--- src/design/ifsc_pkg.sv ---
// Package for the infix formula syntax checker: token classes, character
// kinds, error codes and register indexes shared by the RTL files.
// Depends on nothing.
`timescale 1ns / 1ps
`default_nettype none

package ifsc_pkg;

    // Class of the last token seen in the current formula.
    typedef enum logic [2:0] {
        CLS_START = 3'd0,
        CLS_VAR   = 3'd1,
        CLS_BIN   = 3'd2,
        CLS_UN    = 3'd3,
        CLS_LP    = 3'd4,
        CLS_RP    = 3'd5
    } tok_class_t;

    // Kind of one incoming character, after the precedence between classes.
    typedef enum logic [2:0] {
        KIND_SPACE = 3'd0,
        KIND_VAR   = 3'd1,
        KIND_BIN   = 3'd2,
        KIND_UN    = 3'd3,
        KIND_LP    = 3'd4,
        KIND_RP    = 3'd5,
        KIND_BAD   = 3'd6
    } char_kind_t;

    // Error codes as reported on the result channel.
    typedef enum logic [3:0] {
        ERR_NONE     = 4'd0,
        ERR_END      = 4'd1,
        ERR_VAR      = 4'd2,
        ERR_BINOP    = 4'd3,
        ERR_UNOP     = 4'd4,
        ERR_LPAREN   = 4'd5,
        ERR_SPARE_RP = 4'd6,
        ERR_RPAREN   = 4'd7,
        ERR_INVALID  = 4'd8,
        ERR_UNCLOSED = 4'd9
    } err_code_t;

    // Configuration register indexes.
    localparam logic CFG_BINARY_OPS = 1'b0;
    localparam logic CFG_UNARY_OPS  = 1'b1;

    // Reset contents of the operator tables.
    localparam logic [63:0] BINARY_OPS_RESET = 64'd93721527745574;
    localparam logic [63:0] UNARY_OPS_RESET  = 64'd1179080737;

    localparam logic [7:0] CHAR_LPAREN = 8'h28;
    localparam logic [7:0] CHAR_RPAREN = 8'h29;

endpackage

`default_nettype wire

--- src/design/ifsc_classify.sv ---
// Character classifier: sorts one byte into whitespace, variable character,
// binary or unary operator, bracket or invalid. Depends on ifsc_pkg.
`timescale 1ns / 1ps
`default_nettype none

module ifsc_classify
    import ifsc_pkg::*;
#(
    parameter int OP_SLOTS = 8
)
(
    input  wire logic [7:0]  ch,
    input  wire logic [63:0] binary_ops,
    input  wire logic [63:0] unary_ops,
    output char_kind_t       kind
);

    logic is_space;
    logic is_var;
    logic bin_hit;
    logic un_hit;

    // Fixed character sets.
    always_comb
    begin
        is_space = ch inside {[8'd9:8'd13], 8'd32};
        is_var   = ch inside {[8'h61:8'h7a], [8'h30:8'h39], 8'h5f};
    end

    // Table lookups; a zero slot is unused and never matches.
    always_comb
    begin
        bin_hit = 1'b0;
        un_hit  = 1'b0;
        for (int i = 0; i < OP_SLOTS; i++)
        begin
            if (binary_ops[8*i +: 8] != 8'd0 && binary_ops[8*i +: 8] == ch)
            begin
                bin_hit = 1'b1;
            end
            if (unary_ops[8*i +: 8] != 8'd0 && unary_ops[8*i +: 8] == ch)
            begin
                un_hit = 1'b1;
            end
        end
    end

    // Precedence: space, variable, binary, unary, brackets, invalid.
    always_comb
    begin
        if (is_space)
        begin
            kind = KIND_SPACE;
        end
        else if (is_var)
        begin
            kind = KIND_VAR;
        end
        else if (bin_hit)
        begin
            kind = KIND_BIN;
        end
        else if (un_hit)
        begin
            kind = KIND_UN;
        end
        else if (ch == CHAR_LPAREN)
        begin
            kind = KIND_LP;
        end
        else if (ch == CHAR_RPAREN)
        begin
            kind = KIND_RP;
        end
        else
        begin
            kind = KIND_BAD;
        end
    end

endmodule

`default_nettype wire

--- config.mk ---
export PLATFORM = sky130hd
export DESIGN_NAME = ifsc_classify
export DESIGN_NICKNAME = d
export VERILOG_FILES = /design/src/design/ifsc_pkg.sv /design/src/design/ifsc_classify.sv
export SDC_FILE = /design/constraint.sdc
export NUM_CORES = 1
export LEC_CHECK = 0
export ABC_CLOCK_PERIOD_IN_PS = 2300
export BUFFER_PORTS_ARGS = -buffer_cell sky130_fd_sc_hd__buf_2
export CAP_MARGIN = 15
export CORE_MARGIN = 2
export CORE_UTILIZATION = 41
export DETAILED_ROUTE_END_ITERATION = 10
export PLACE_DENSITY = 0.82
export SYNTH_ARGS = -nofsm -noshare
export SYNTH_HDL_FRONTEND = slang
export SYNTH_SLANG_ARGS = --single-unit
--- constraint.sdc ---
create_clock -name vclk -period 2.3
set_input_delay 0.345 -clock vclk [all_inputs]
set_output_delay 0.345 -clock vclk [all_outputs]
set_load 0.01 [all_outputs]
==> results of run 1 <==
-- path summary, 6_finish.rpt --
kind / from / endpoint / slack (ps) / cells after the start
max: ch[0] / kind[1] / -10 / 9
min: ch[3] / kind[1] / 1170 / 3
-- kinds of logic (layout without fill, tap and decap cells) --
kind of cell | count (synthesis) | count (layout) | share of synthesized area
AO/OA/AOI/OAI | 38 | 38 | 0.1379
XOR/XNOR | 121 | 121 | 0.5249
buffers and inverters | 20 | 175 | 0.1040
AND/OR/NAND/NOR | 79 | 79 | 0.2332
-- per-stage QoR --
stage / hold WS, ps / setup WS, ps / utilization / power, mW / cell area, um2
after CTS: 1236 / 8.002 / 0.6132 / 0.5220 / 2915
after detailed placement: 1363 / -122.7 / 0.6084 / 0.5151 / 2893
after global routing: 1192 / -81.96 / 0.6521 / 0.6080 / 3100
final: 1165 / -13.22 / 0.6521 / 0.5650 / 3100
after floorplan: 1060 / 269.8 / - / 0.2755 / 2033
after global placement: 1368 / -120.2 / 0.6084 / 0.5027 / 2893
-- critical path, stage by stage --
cell	delay [ps]
buf_4	200
buf_4	160
xor2_1	150
nor4_1	350
o211ai_1	150
nand4_1	170
nor2_4	70
a41oi_2	210
buf_2	170
-- layout make-up --
type                       instances  area share
inverter                           3    0.003632
tap                               67     0.02704
multi-input combinational        238      0.6203
timing repair buffer             172      0.3491
-- placed cells by master (no fill, tap or decap), types with 9 or more instances in the layout --
master	instances
nor4_1	34
xor2_1	99
nor4_2	9
a21oi_1	10
buf_4	28
xnor2_1	20
buf_2	131
nand4_1	12
-- power by group through the flow --
stage          registers, mW  clock network, mW  logic, mW
2_1_floorplan              0                  0      0.276
3_3_place_gp               0                  0      0.503
3_5_place_dp               0                  0      0.515
4_1_cts                    0                  0      0.522
5_1_grt                    0                  0      0.608
6_report                   0                  0      0.565
-- timing repair --
action                                  CTS  global route
gates cloned                              0             1
pin swaps                                 4            15
gates resized for setup                   7            28
setup buffers                             0             3
endpoints found under the setup margin    3             3
-- layer usage --
layer	part of all wire	routed length [um]	vias to the layer above	global-route usage
met5	0	0	-	0
met4	0.0062	47	0	0.06151
met3	0.089	679	4	0.02575
met2	0.50	3791	149	0.4474
met1	0.41	3097	1226	0.3068
li1	-	-	1270	-
==> metrics.txt, run 1 <==
DR WL/cell=15.87 um; NetSw=0.2850 mW; Fin. Hold Viols=0; full die area=between 5000 and 6000 um2; GP Congestion=approximately 0.85; YS warnings=0; Final min period=about 2300 ps; max cap viols=0; Final setup viols=1; element type at the critical path end=output port; initial antenna violation count=0; Post-Route WL=7616 um; Initial Util=0.4276; clock share of power=0; crit path launch type=primary input; vias in the first global route=2,485; Die W=74.42 um; Setup CP Type=in2out; first-pass GRT wire length=approximately 11,000 um; gr usage total=0.2455; Non-Filler Instances=480; Clock Buffer Count=0; via/cell ratio=5.519; die height=74.42 um; I/O pin total=139; Worst Path Required=1960 ps; Fill cells=413; Port Buffers=139; Mapped Avg Cell Area=between 7 and 8 um2; count leader, synth=xor2_1; final worst path period share=1.006; Post-Synthesis Cells=258; Worst EP arrival=1970 ps; setup TNS=-13.22 ps; drt pass-1 iters=4; Initial DRC Count=82; final slew viol count=0; RSZ-0062 raised after global routing=yes; cell taking the most area after synthesis=xor2_1; Flop pwr share=0; area of the multi-input gates=1923 um2; failing checks=setup timing; worst slew pin tran=384.7 ps; internal power=between 0.2 and 0.3 mW; largest net degree at the start of global routing=17; Max VDD drop=roughly 0.12 mV; Area growth syn-to-layout=52.49%; combinational power share=1.000; core area=roughly 4800 um2; Mapped Nets=394; P_leak=about 1.4 nW; PwrDens=182.2 nW/um2; dpl cells=476; status=finished, violations left; worst setup margin=-13.22 ps; Post-DP HPWL=6143 um; DRT antenna net count=0; row count=25; hold crit path type=in2out; post-synth top area share=0.4308; switching share of power=0.5044; Seq/Total Area, Yosys=0; commonest cells in the netlist=xor2_1 (100), nor4_1 (43), xnor2_1 (20), buf_6 (16), nand4_1 (12); FFs & Latches=0; Vias=2,649; Synth area leaders=xor2_1 (43%), nor4_1 (13%), buf_6 (8.9%); Hold Buf Count CTS=0; Post-route DRC=0; n_diodes=0; Relative slew margins=0.7369; sequential cell area=0 um2; FMAX=432.3 MHz; synth unique cells=31; CP Max Fanout=16; share of layout cells above drive strength 1=0.4697; synthesized area=2033 um2; total gr overflow=0; Final nets=551
(Power assumes the default switching activity.)
==> run 2: changes to the inputs <==
--- a/config.mk
+++ b/config.mk
@@ -9,9 +9,9 @@
 export BUFFER_PORTS_ARGS = -buffer_cell sky130_fd_sc_hd__buf_2
 export CAP_MARGIN = 15
 export CORE_MARGIN = 2
-export CORE_UTILIZATION = 41
+export CORE_UTILIZATION = 44
 export DETAILED_ROUTE_END_ITERATION = 10
-export PLACE_DENSITY = 0.82
+export PLACE_DENSITY = 0.87
 export SYNTH_ARGS = -nofsm -noshare
 export SYNTH_HDL_FRONTEND = slang
 export SYNTH_SLANG_ARGS = --single-unit
==> run 2 against run 1 <==
Final area is 3.4% lower. Critical path type unchanged. Cell count is 4.6% lower. Via count is 0.42% higher. Wire length is 1.2% lower. The run now ends clean. Largest power group unchanged. First-iteration DRC count is 57% higher. Power is 3.5% lower. Setup slack better by 60 ps. Largest cell class unchanged. Fmax is 2.6% higher. Utilization is 2.6 points higher. Die area is 6.5% lower.
==> metrics.txt, run 2 (synthesis results as in run 1) <==
Area growth syn-to-layout=47.32% (was 52.49%); NetSw=0.2820 mW (was 0.2850 mW); PwrDens=182.0 nW/um2 (was 182.2 nW/um2); Final setup viols=0 (was 1); Post-route DRC=0 (unchanged); Die W=71.98 um (was 74.42 um); Post-Route WL=7527 um (was 7616 um); Fin. Hold Viols=0 (unchanged); CP Cell Sequence=buf_4 -> buf_6 -> nor4_4 -> a211oi_1 -> nand4_1 -> nand4_1 -> nor2_2 -> and3b_1 -> buf_2 (was buf_4 -> buf_4 -> xor2_1 -> nor4_1 -> o211ai_1 -> nand4_1 -> nor2_4 -> a41oi_2 -> buf_2); DRT antenna net count=0 (unchanged); gr usage total=0.2622 (was 0.2455); Initial Util=0.4606 (was 0.4276); element type at the critical path end=output port (unchanged); largest net degree at the start of global routing=19 (was 17); commonest non-fill, non-tap cell in the layout=buf_2 (unchanged); max cap viols=0 (unchanged); vias in the first global route=2,681 (was 2,485); total gr overflow=0 (unchanged); n_diodes=0 (unchanged); Clock Buffer Count=0 (unchanged); Post-DP HPWL=5874 um (was 6143 um); crit path launch type=primary input (unchanged); Port Buffers=139 (unchanged); sequential cell area=0 um2 (unchanged); Setup CP Type=in2out (unchanged); P_leak=1.346 nW (was 1.401 nW); Hold Buf Count CTS=0 (unchanged); switching share of power=0.5174 (was 0.5044); internal power=0.2631 mW (was 0.2800 mW); Worst Path Buf+Inv=3 (unchanged); DR WL/cell=16.43 um (was 15.87 um); Finished Cell Area=2995 um2 (was 3100 um2); core area=4414 um2 (was 4755 um2); Vias=2,660 (was 2,649); Final Hold Slack=1093 ps (was 1165 ps); placed cell area=2826 um2 (was 2893 um2); row count=24 (was 25); clock share of power=0 (about the same); drt pass-1 iters=4 (unchanged); Flop pwr share=0 (about the same); post-layout util=0.6786 (was 0.6521); Final nets=544 (was 551); Relative slew margins=0.7106 (was 0.7369); most frequent cells in the layout=buf_2 (131), xor2_1 (100), nor4_1 (30), buf_4 (25), xnor2_1 (20) (was buf_2 (131), xor2_1 (99), nor4_1 (34), buf_4 (28), xnor2_1 (20)); final slew viol count=0 (unchanged); Final min period=2254 ps (was 2313 ps); Initial DRC Count=129 (was 82); Worst EP arrival=1910 ps (was 1970 ps); share of layout cells above drive strength 1=0.4631 (was 0.4697); worst setup margin=46.28 ps (was -13.22 ps); full die area=5180 um2 (was 5538 um2); GP Congestion=0.9381 (was 0.8465); final worst path period share=0.9799 (was 1.006); worst slack, placed=-75.47 ps (was -122.7 ps); postcts setup bufs=0 (unchanged); hold crit path type=in2out (unchanged); combinational power share=1.000 (about the same); die height=71.98 um (was 74.42 um); crit-path most repeated cell=nand4_1 (was buf_4); first-pass GRT wire length=11,410 um (was 11,020 um); slowest CP cell=nor4_4 (was nor4_1); CP Max Fanout=12 (was 16); worst slew pin tran=423.1 ps (was 384.7 ps); via/cell ratio=5.808 (was 5.519); I/O pin total=139 (unchanged); FFs & Latches=0 (unchanged); largest delay contributor family on the critical path=simple AND/OR/NAND/NOR gates (unchanged); Max VDD drop=0.1170 mV (was 0.1154 mV); setup TNS=0 ps (was -13.22 ps); initial antenna violation count=0 (unchanged); CP max stage delay=310 ps (was 350 ps); FMAX=443.7 MHz (was 432.3 MHz); Worst Path Required=1960 ps (about the same); status=complete, no violations (was finished, violations left)
run 2: cell types whose count changed in the layout (fill, tap and decap cells not counted), sizes merged:
cell / previous run / this run
buf: 171 / 165
clkbuf: 1 / 0
run 2: layout make-up:
cell class                 instances  area, um2
fill                             355       1419
inverter                           3      11.26
multi-input combinational        238       1944
tap                               52      65.06
timing repair buffer             165      974.7
run 2: power by group through the flow:
stage / logic (mW) / registers (mW) / clock network, mW
3_5_place_dp: 0.503 / 0 / 0
5_1_grt: 0.589 / 0 / 0
2_1_floorplan: 0.276 / 0 / 0
3_3_place_gp: 0.488 / 0 / 0
6_report: 0.545 / 0 / 0
4_1_cts: 0.510 / 0 / 0
run 2: path summary, 6_finish.rpt:
check              from  slack, ps      end  depth (start not counted)
setup / recovery  ch[4]         50  kind[2]                          9
hold / removal    ch[3]       1090  kind[1]                          3
run 2: worst min-delay path: stages:
cell and delay [ps]:
buf_8 160, a41oi_2 110, buf_2 130
run 2: repair_timing:
| action | CTS | global route |
|---|---|---|
| resized for setup | 9 | 28 |
| pin swaps | 0 | 6 |
| setup endpoints to repair | 3 | 3 |
run 2: metal layers:
| metal | up-vias | wire [um] | GRT usage |
|---|---|---|---|
| li1 | 1260 | - | - |
| met1 | 1208 | 2877 | 0.3126 |
| met2 | 176 | 3919 | 0.5154 |
| met3 | 16 | 627 | 0.01806 |
| met4 | 0 | 103 | 0.04403 |
| met5 | - | 0 | 0 |
run 2: stage by stage:
step	cells	power, mW
6_report	458	0.5451
4_1_cts	458	0.5100
2_1_floorplan	258	0.2755
3_5_place_dp	458	0.5029
5_1_grt	458	0.5888
3_3_place_gp	458	0.4884
==> run 3: changes to the inputs <==
--- a/config.mk
+++ b/config.mk
@@ -5,13 +5,15 @@
 export SDC_FILE = /design/constraint.sdc
 export NUM_CORES = 1
 export LEC_CHECK = 0
+export ABC_AREA = 1
 export ABC_CLOCK_PERIOD_IN_PS = 2300
 export BUFFER_PORTS_ARGS = -buffer_cell sky130_fd_sc_hd__buf_2
 export CAP_MARGIN = 15
 export CORE_MARGIN = 2
 export CORE_UTILIZATION = 44
 export DETAILED_ROUTE_END_ITERATION = 10
-export PLACE_DENSITY = 0.87
+export PLACE_DENSITY = 0.82
+export SETUP_SLACK_MARGIN = 0.2
 export SYNTH_ARGS = -nofsm -noshare
 export SYNTH_HDL_FRONTEND = slang
 export SYNTH_SLANG_ARGS = --single-unit
==> run 3 against run 2 <==
Fmax increased by 12%. Die area increased by 23%. Sequential share of layout area unchanged. Combinational power increased by 16%. Power increased by 16%. Hold slack improved by 260 ps. Wire length increased by 17%. Sequential cell count unchanged. Cell count increased by 52%. Critical endpoint is now kind[0].
==> metrics.txt, run 3 <==
CP Max Fanout=6 (was 12); Non-Filler Instances=696 (was 458); drt pass-1 iters=4 (unchanged); dpl cells=693 (was 458); P_leak=1.864 nW (was 1.346 nW); worst setup margin=283.8 ps (was 46.28 ps); n_diodes=0 (unchanged); commonest cells in the netlist=nand2_1 (157), nor2_1 (114), xnor2_1 (77), inv_1 (43), nand3_1 (21) (was xor2_1 (100), nor4_1 (43), xnor2_1 (20), buf_6 (16), nand4_1 (12)); Max VDD drop=0.1106 mV (was 0.1170 mV); total gr overflow=0 (unchanged); Final setup viols=0 (unchanged); CP endpoint=kind[0] (was kind[2]); FFs & Latches=0 (unchanged); Crit path depth=14 (was 9); Mapped Nets=620 (was 394); Port Buffers=139 (unchanged); crit path launch type=primary input (unchanged); GP Congestion=0.8675 (was 0.9381); Worst Path Required=1960 ps (about the same); count leader, synth=nand2_1 (was xor2_1); Area growth syn-to-layout=35.02% (was 47.32%); initial antenna violation count=0 (unchanged); element type at the critical path end=output port (unchanged); crit-path most repeated cell=nand2_1 (was nand4_1); Vias=3,413 (was 2,660); RSZ-0062 raised after global routing=yes; hold crit path type=in2out (unchanged); Clock Buffer Count=0 (unchanged); I/O pin total=139 (unchanged); setup TNS=0 ps (unchanged); Mapped Avg Cell Area=5.248 um2 (was 7.881 um2); Final Hold Slack=1349 ps (was 1093 ps); Initial Util=0.4584 (was 0.4606); sequential cell area=0 um2 (unchanged); worst slack, placed=221.1 ps (was -75.47 ps); slowest CP cell=buf_4 (was nor4_4); Final nets=762 (was 544); Relative slew margins=0.8385 (was 0.7106); post-layout util=0.6190 (was 0.6786); vias in the first global route=3,273 (was 2,681); largest net degree at the start of global routing=21 (was 19); via/cell ratio=4.904 (was 5.808); Post-DP HPWL=7182 um (was 5874 um); Critical path origin=ch[6] (was ch[4]); max cap viols=0 (unchanged); gr usage total=0.2656 (was 0.2622); YS warnings=0 (unchanged); DRT antenna net count=0 (unchanged); Initial DRC Count=185 (was 129); Post-route DRC=0 (unchanged); Hold Buf Count CTS=0 (unchanged); most frequent cells in the layout=nand2_1 (157), buf_2 (137), nor2_1 (109), xnor2_1 (69), inv_1 (42) (was buf_2 (131), xor2_1 (100), nor4_1 (30), buf_4 (25), xnor2_1 (20)); CP Cell Sequence=buf_4 -> buf_4 -> nand2_1 -> nand2_1 -> nor2_1 -> nand2_1 -> nor2_1 -> nand2_1 -> nand2_1 -> nor2_4 -> nand3_1 -> nand2_1 -> a21oi_2 -> buf_2 (was buf_4 -> buf_6 -> nor4_4 -> a211oi_1 -> nand4_1 -> nand4_1 -> nor2_2 -> and3b_1 -> buf_2); Post-Route WL=8814 um (was 7527 um); final worst path period share=0.8766 (was 0.9799); CP max stage delay=170 ps (was 310 ps); min-delay src=ch[3] (unchanged); worst slew pin tran=240.1 ps (was 423.1 ps); FMAX=496.0 MHz (was 443.7 MHz); Fin. Hold Viols=0 (unchanged); Final min period=2016 ps (was 2254 ps); DR WL/cell=12.66 um (was 16.43 um); Post-Synthesis Cells=484 (was 258); cell taking the most area after synthesis=xnor2_1 (was xor2_1); row count=27 (was 24); commonest non-fill, non-tap cell in the layout=nand2_1 (was buf_2); status=complete, no violations (unchanged); synthesized area=2540 um2 (was 2033 um2); full die area=6396 um2 (was 5180 um2); largest delay contributor family on the critical path=simple AND/OR/NAND/NOR gates (unchanged); Worst EP arrival=1670 ps (was 1910 ps); Setup CP Type=in2out (unchanged); Worst Path Buf+Inv=3 (unchanged); die height=79.98 um (was 71.98 um); PwrDens=184.3 nW/um2 (was 182.0 nW/um2); final slew viol count=0 (unchanged); core area=5540 um2 (was 4414 um2); Synth area leaders=xnor2_1 (27%), nand2_1 (23%), nor2_1 (17%) (was xor2_1 (43%), nor4_1 (13%), buf_6 (8.9%)); post-synth top area share=0.2655 (was 0.4308); share of layout cells above drive strength 1=0.2821 (was 0.4631); Seq/Total Area, Yosys=0 (unchanged); first-pass GRT wire length=13,980 um (was 11,410 um); Die W=79.98 um (was 71.98 um); synth unique cells=22 (was 31)
==> run 3: cell families (layout without fill, tap and decap cells) <==
group / Yosys count / count (layout) / synth area share
and+or+nand+nor: 318 / 318 / 0.5039
xor gates and xnor gates: 95 / 95 / 0.3276
AOI/OAI and AO/OA: 9 / 9 / 0.02118
buffers and inverters: 62 / 202 / 0.1473
==> run 3: area by class of cell <==
type	instances	area, um2
Fill cell	565	2111
Multi-Input combinational cell	422	2248
Timing Repair Buffer	156	914.6
Inverter	46	176.4
Tap cell	72	90.09
==> run 3: worst min-delay path by stage <==
stage / depth (start not counted) / slack, ps / endpoint
after global routing: 6 / 1410 / kind[0]
after global placement: 11 / 1330 / kind[2]
after CTS: 9 / 1340 / kind[2]
after floorplan: 7 / 1050 / kind[2]
after detailed placement: 9 / 1340 / kind[2]
final: 7 / 1350 / kind[0]
==> run 3: where the power goes <==
group	internal, mW	total (mW)	switching, mW
Combinational	0.304	0.632	0.329
Sequential	0	0	0
Clock	0	0	0
==> run 3: per-layer routing <==
layer  global-route usage  up-vias  wire length, um
li1                     -     1751                -
met1               0.3349     1505             3629
met2               0.5050      151             4295
met3             0.007919        6              793
met4              0.03898        0               95
met5                    0        -                0
==> run 3: repair_timing <==
item	4_1_cts	5_1_grt
buffers inserted	0	2
endpoints found under the hold margin	0	0
resized for setup	0	28
setup endpoints to repair	0	3
==> run 3: through the flow <==
stage                     power (mW)  area, um2
after floorplan               0.3689       2540
after global placement        0.5750       3267
after detailed placement      0.5925       3267
after CTS                     0.5952       3267
after global routing          0.7002       3430
final                         0.6321       3430
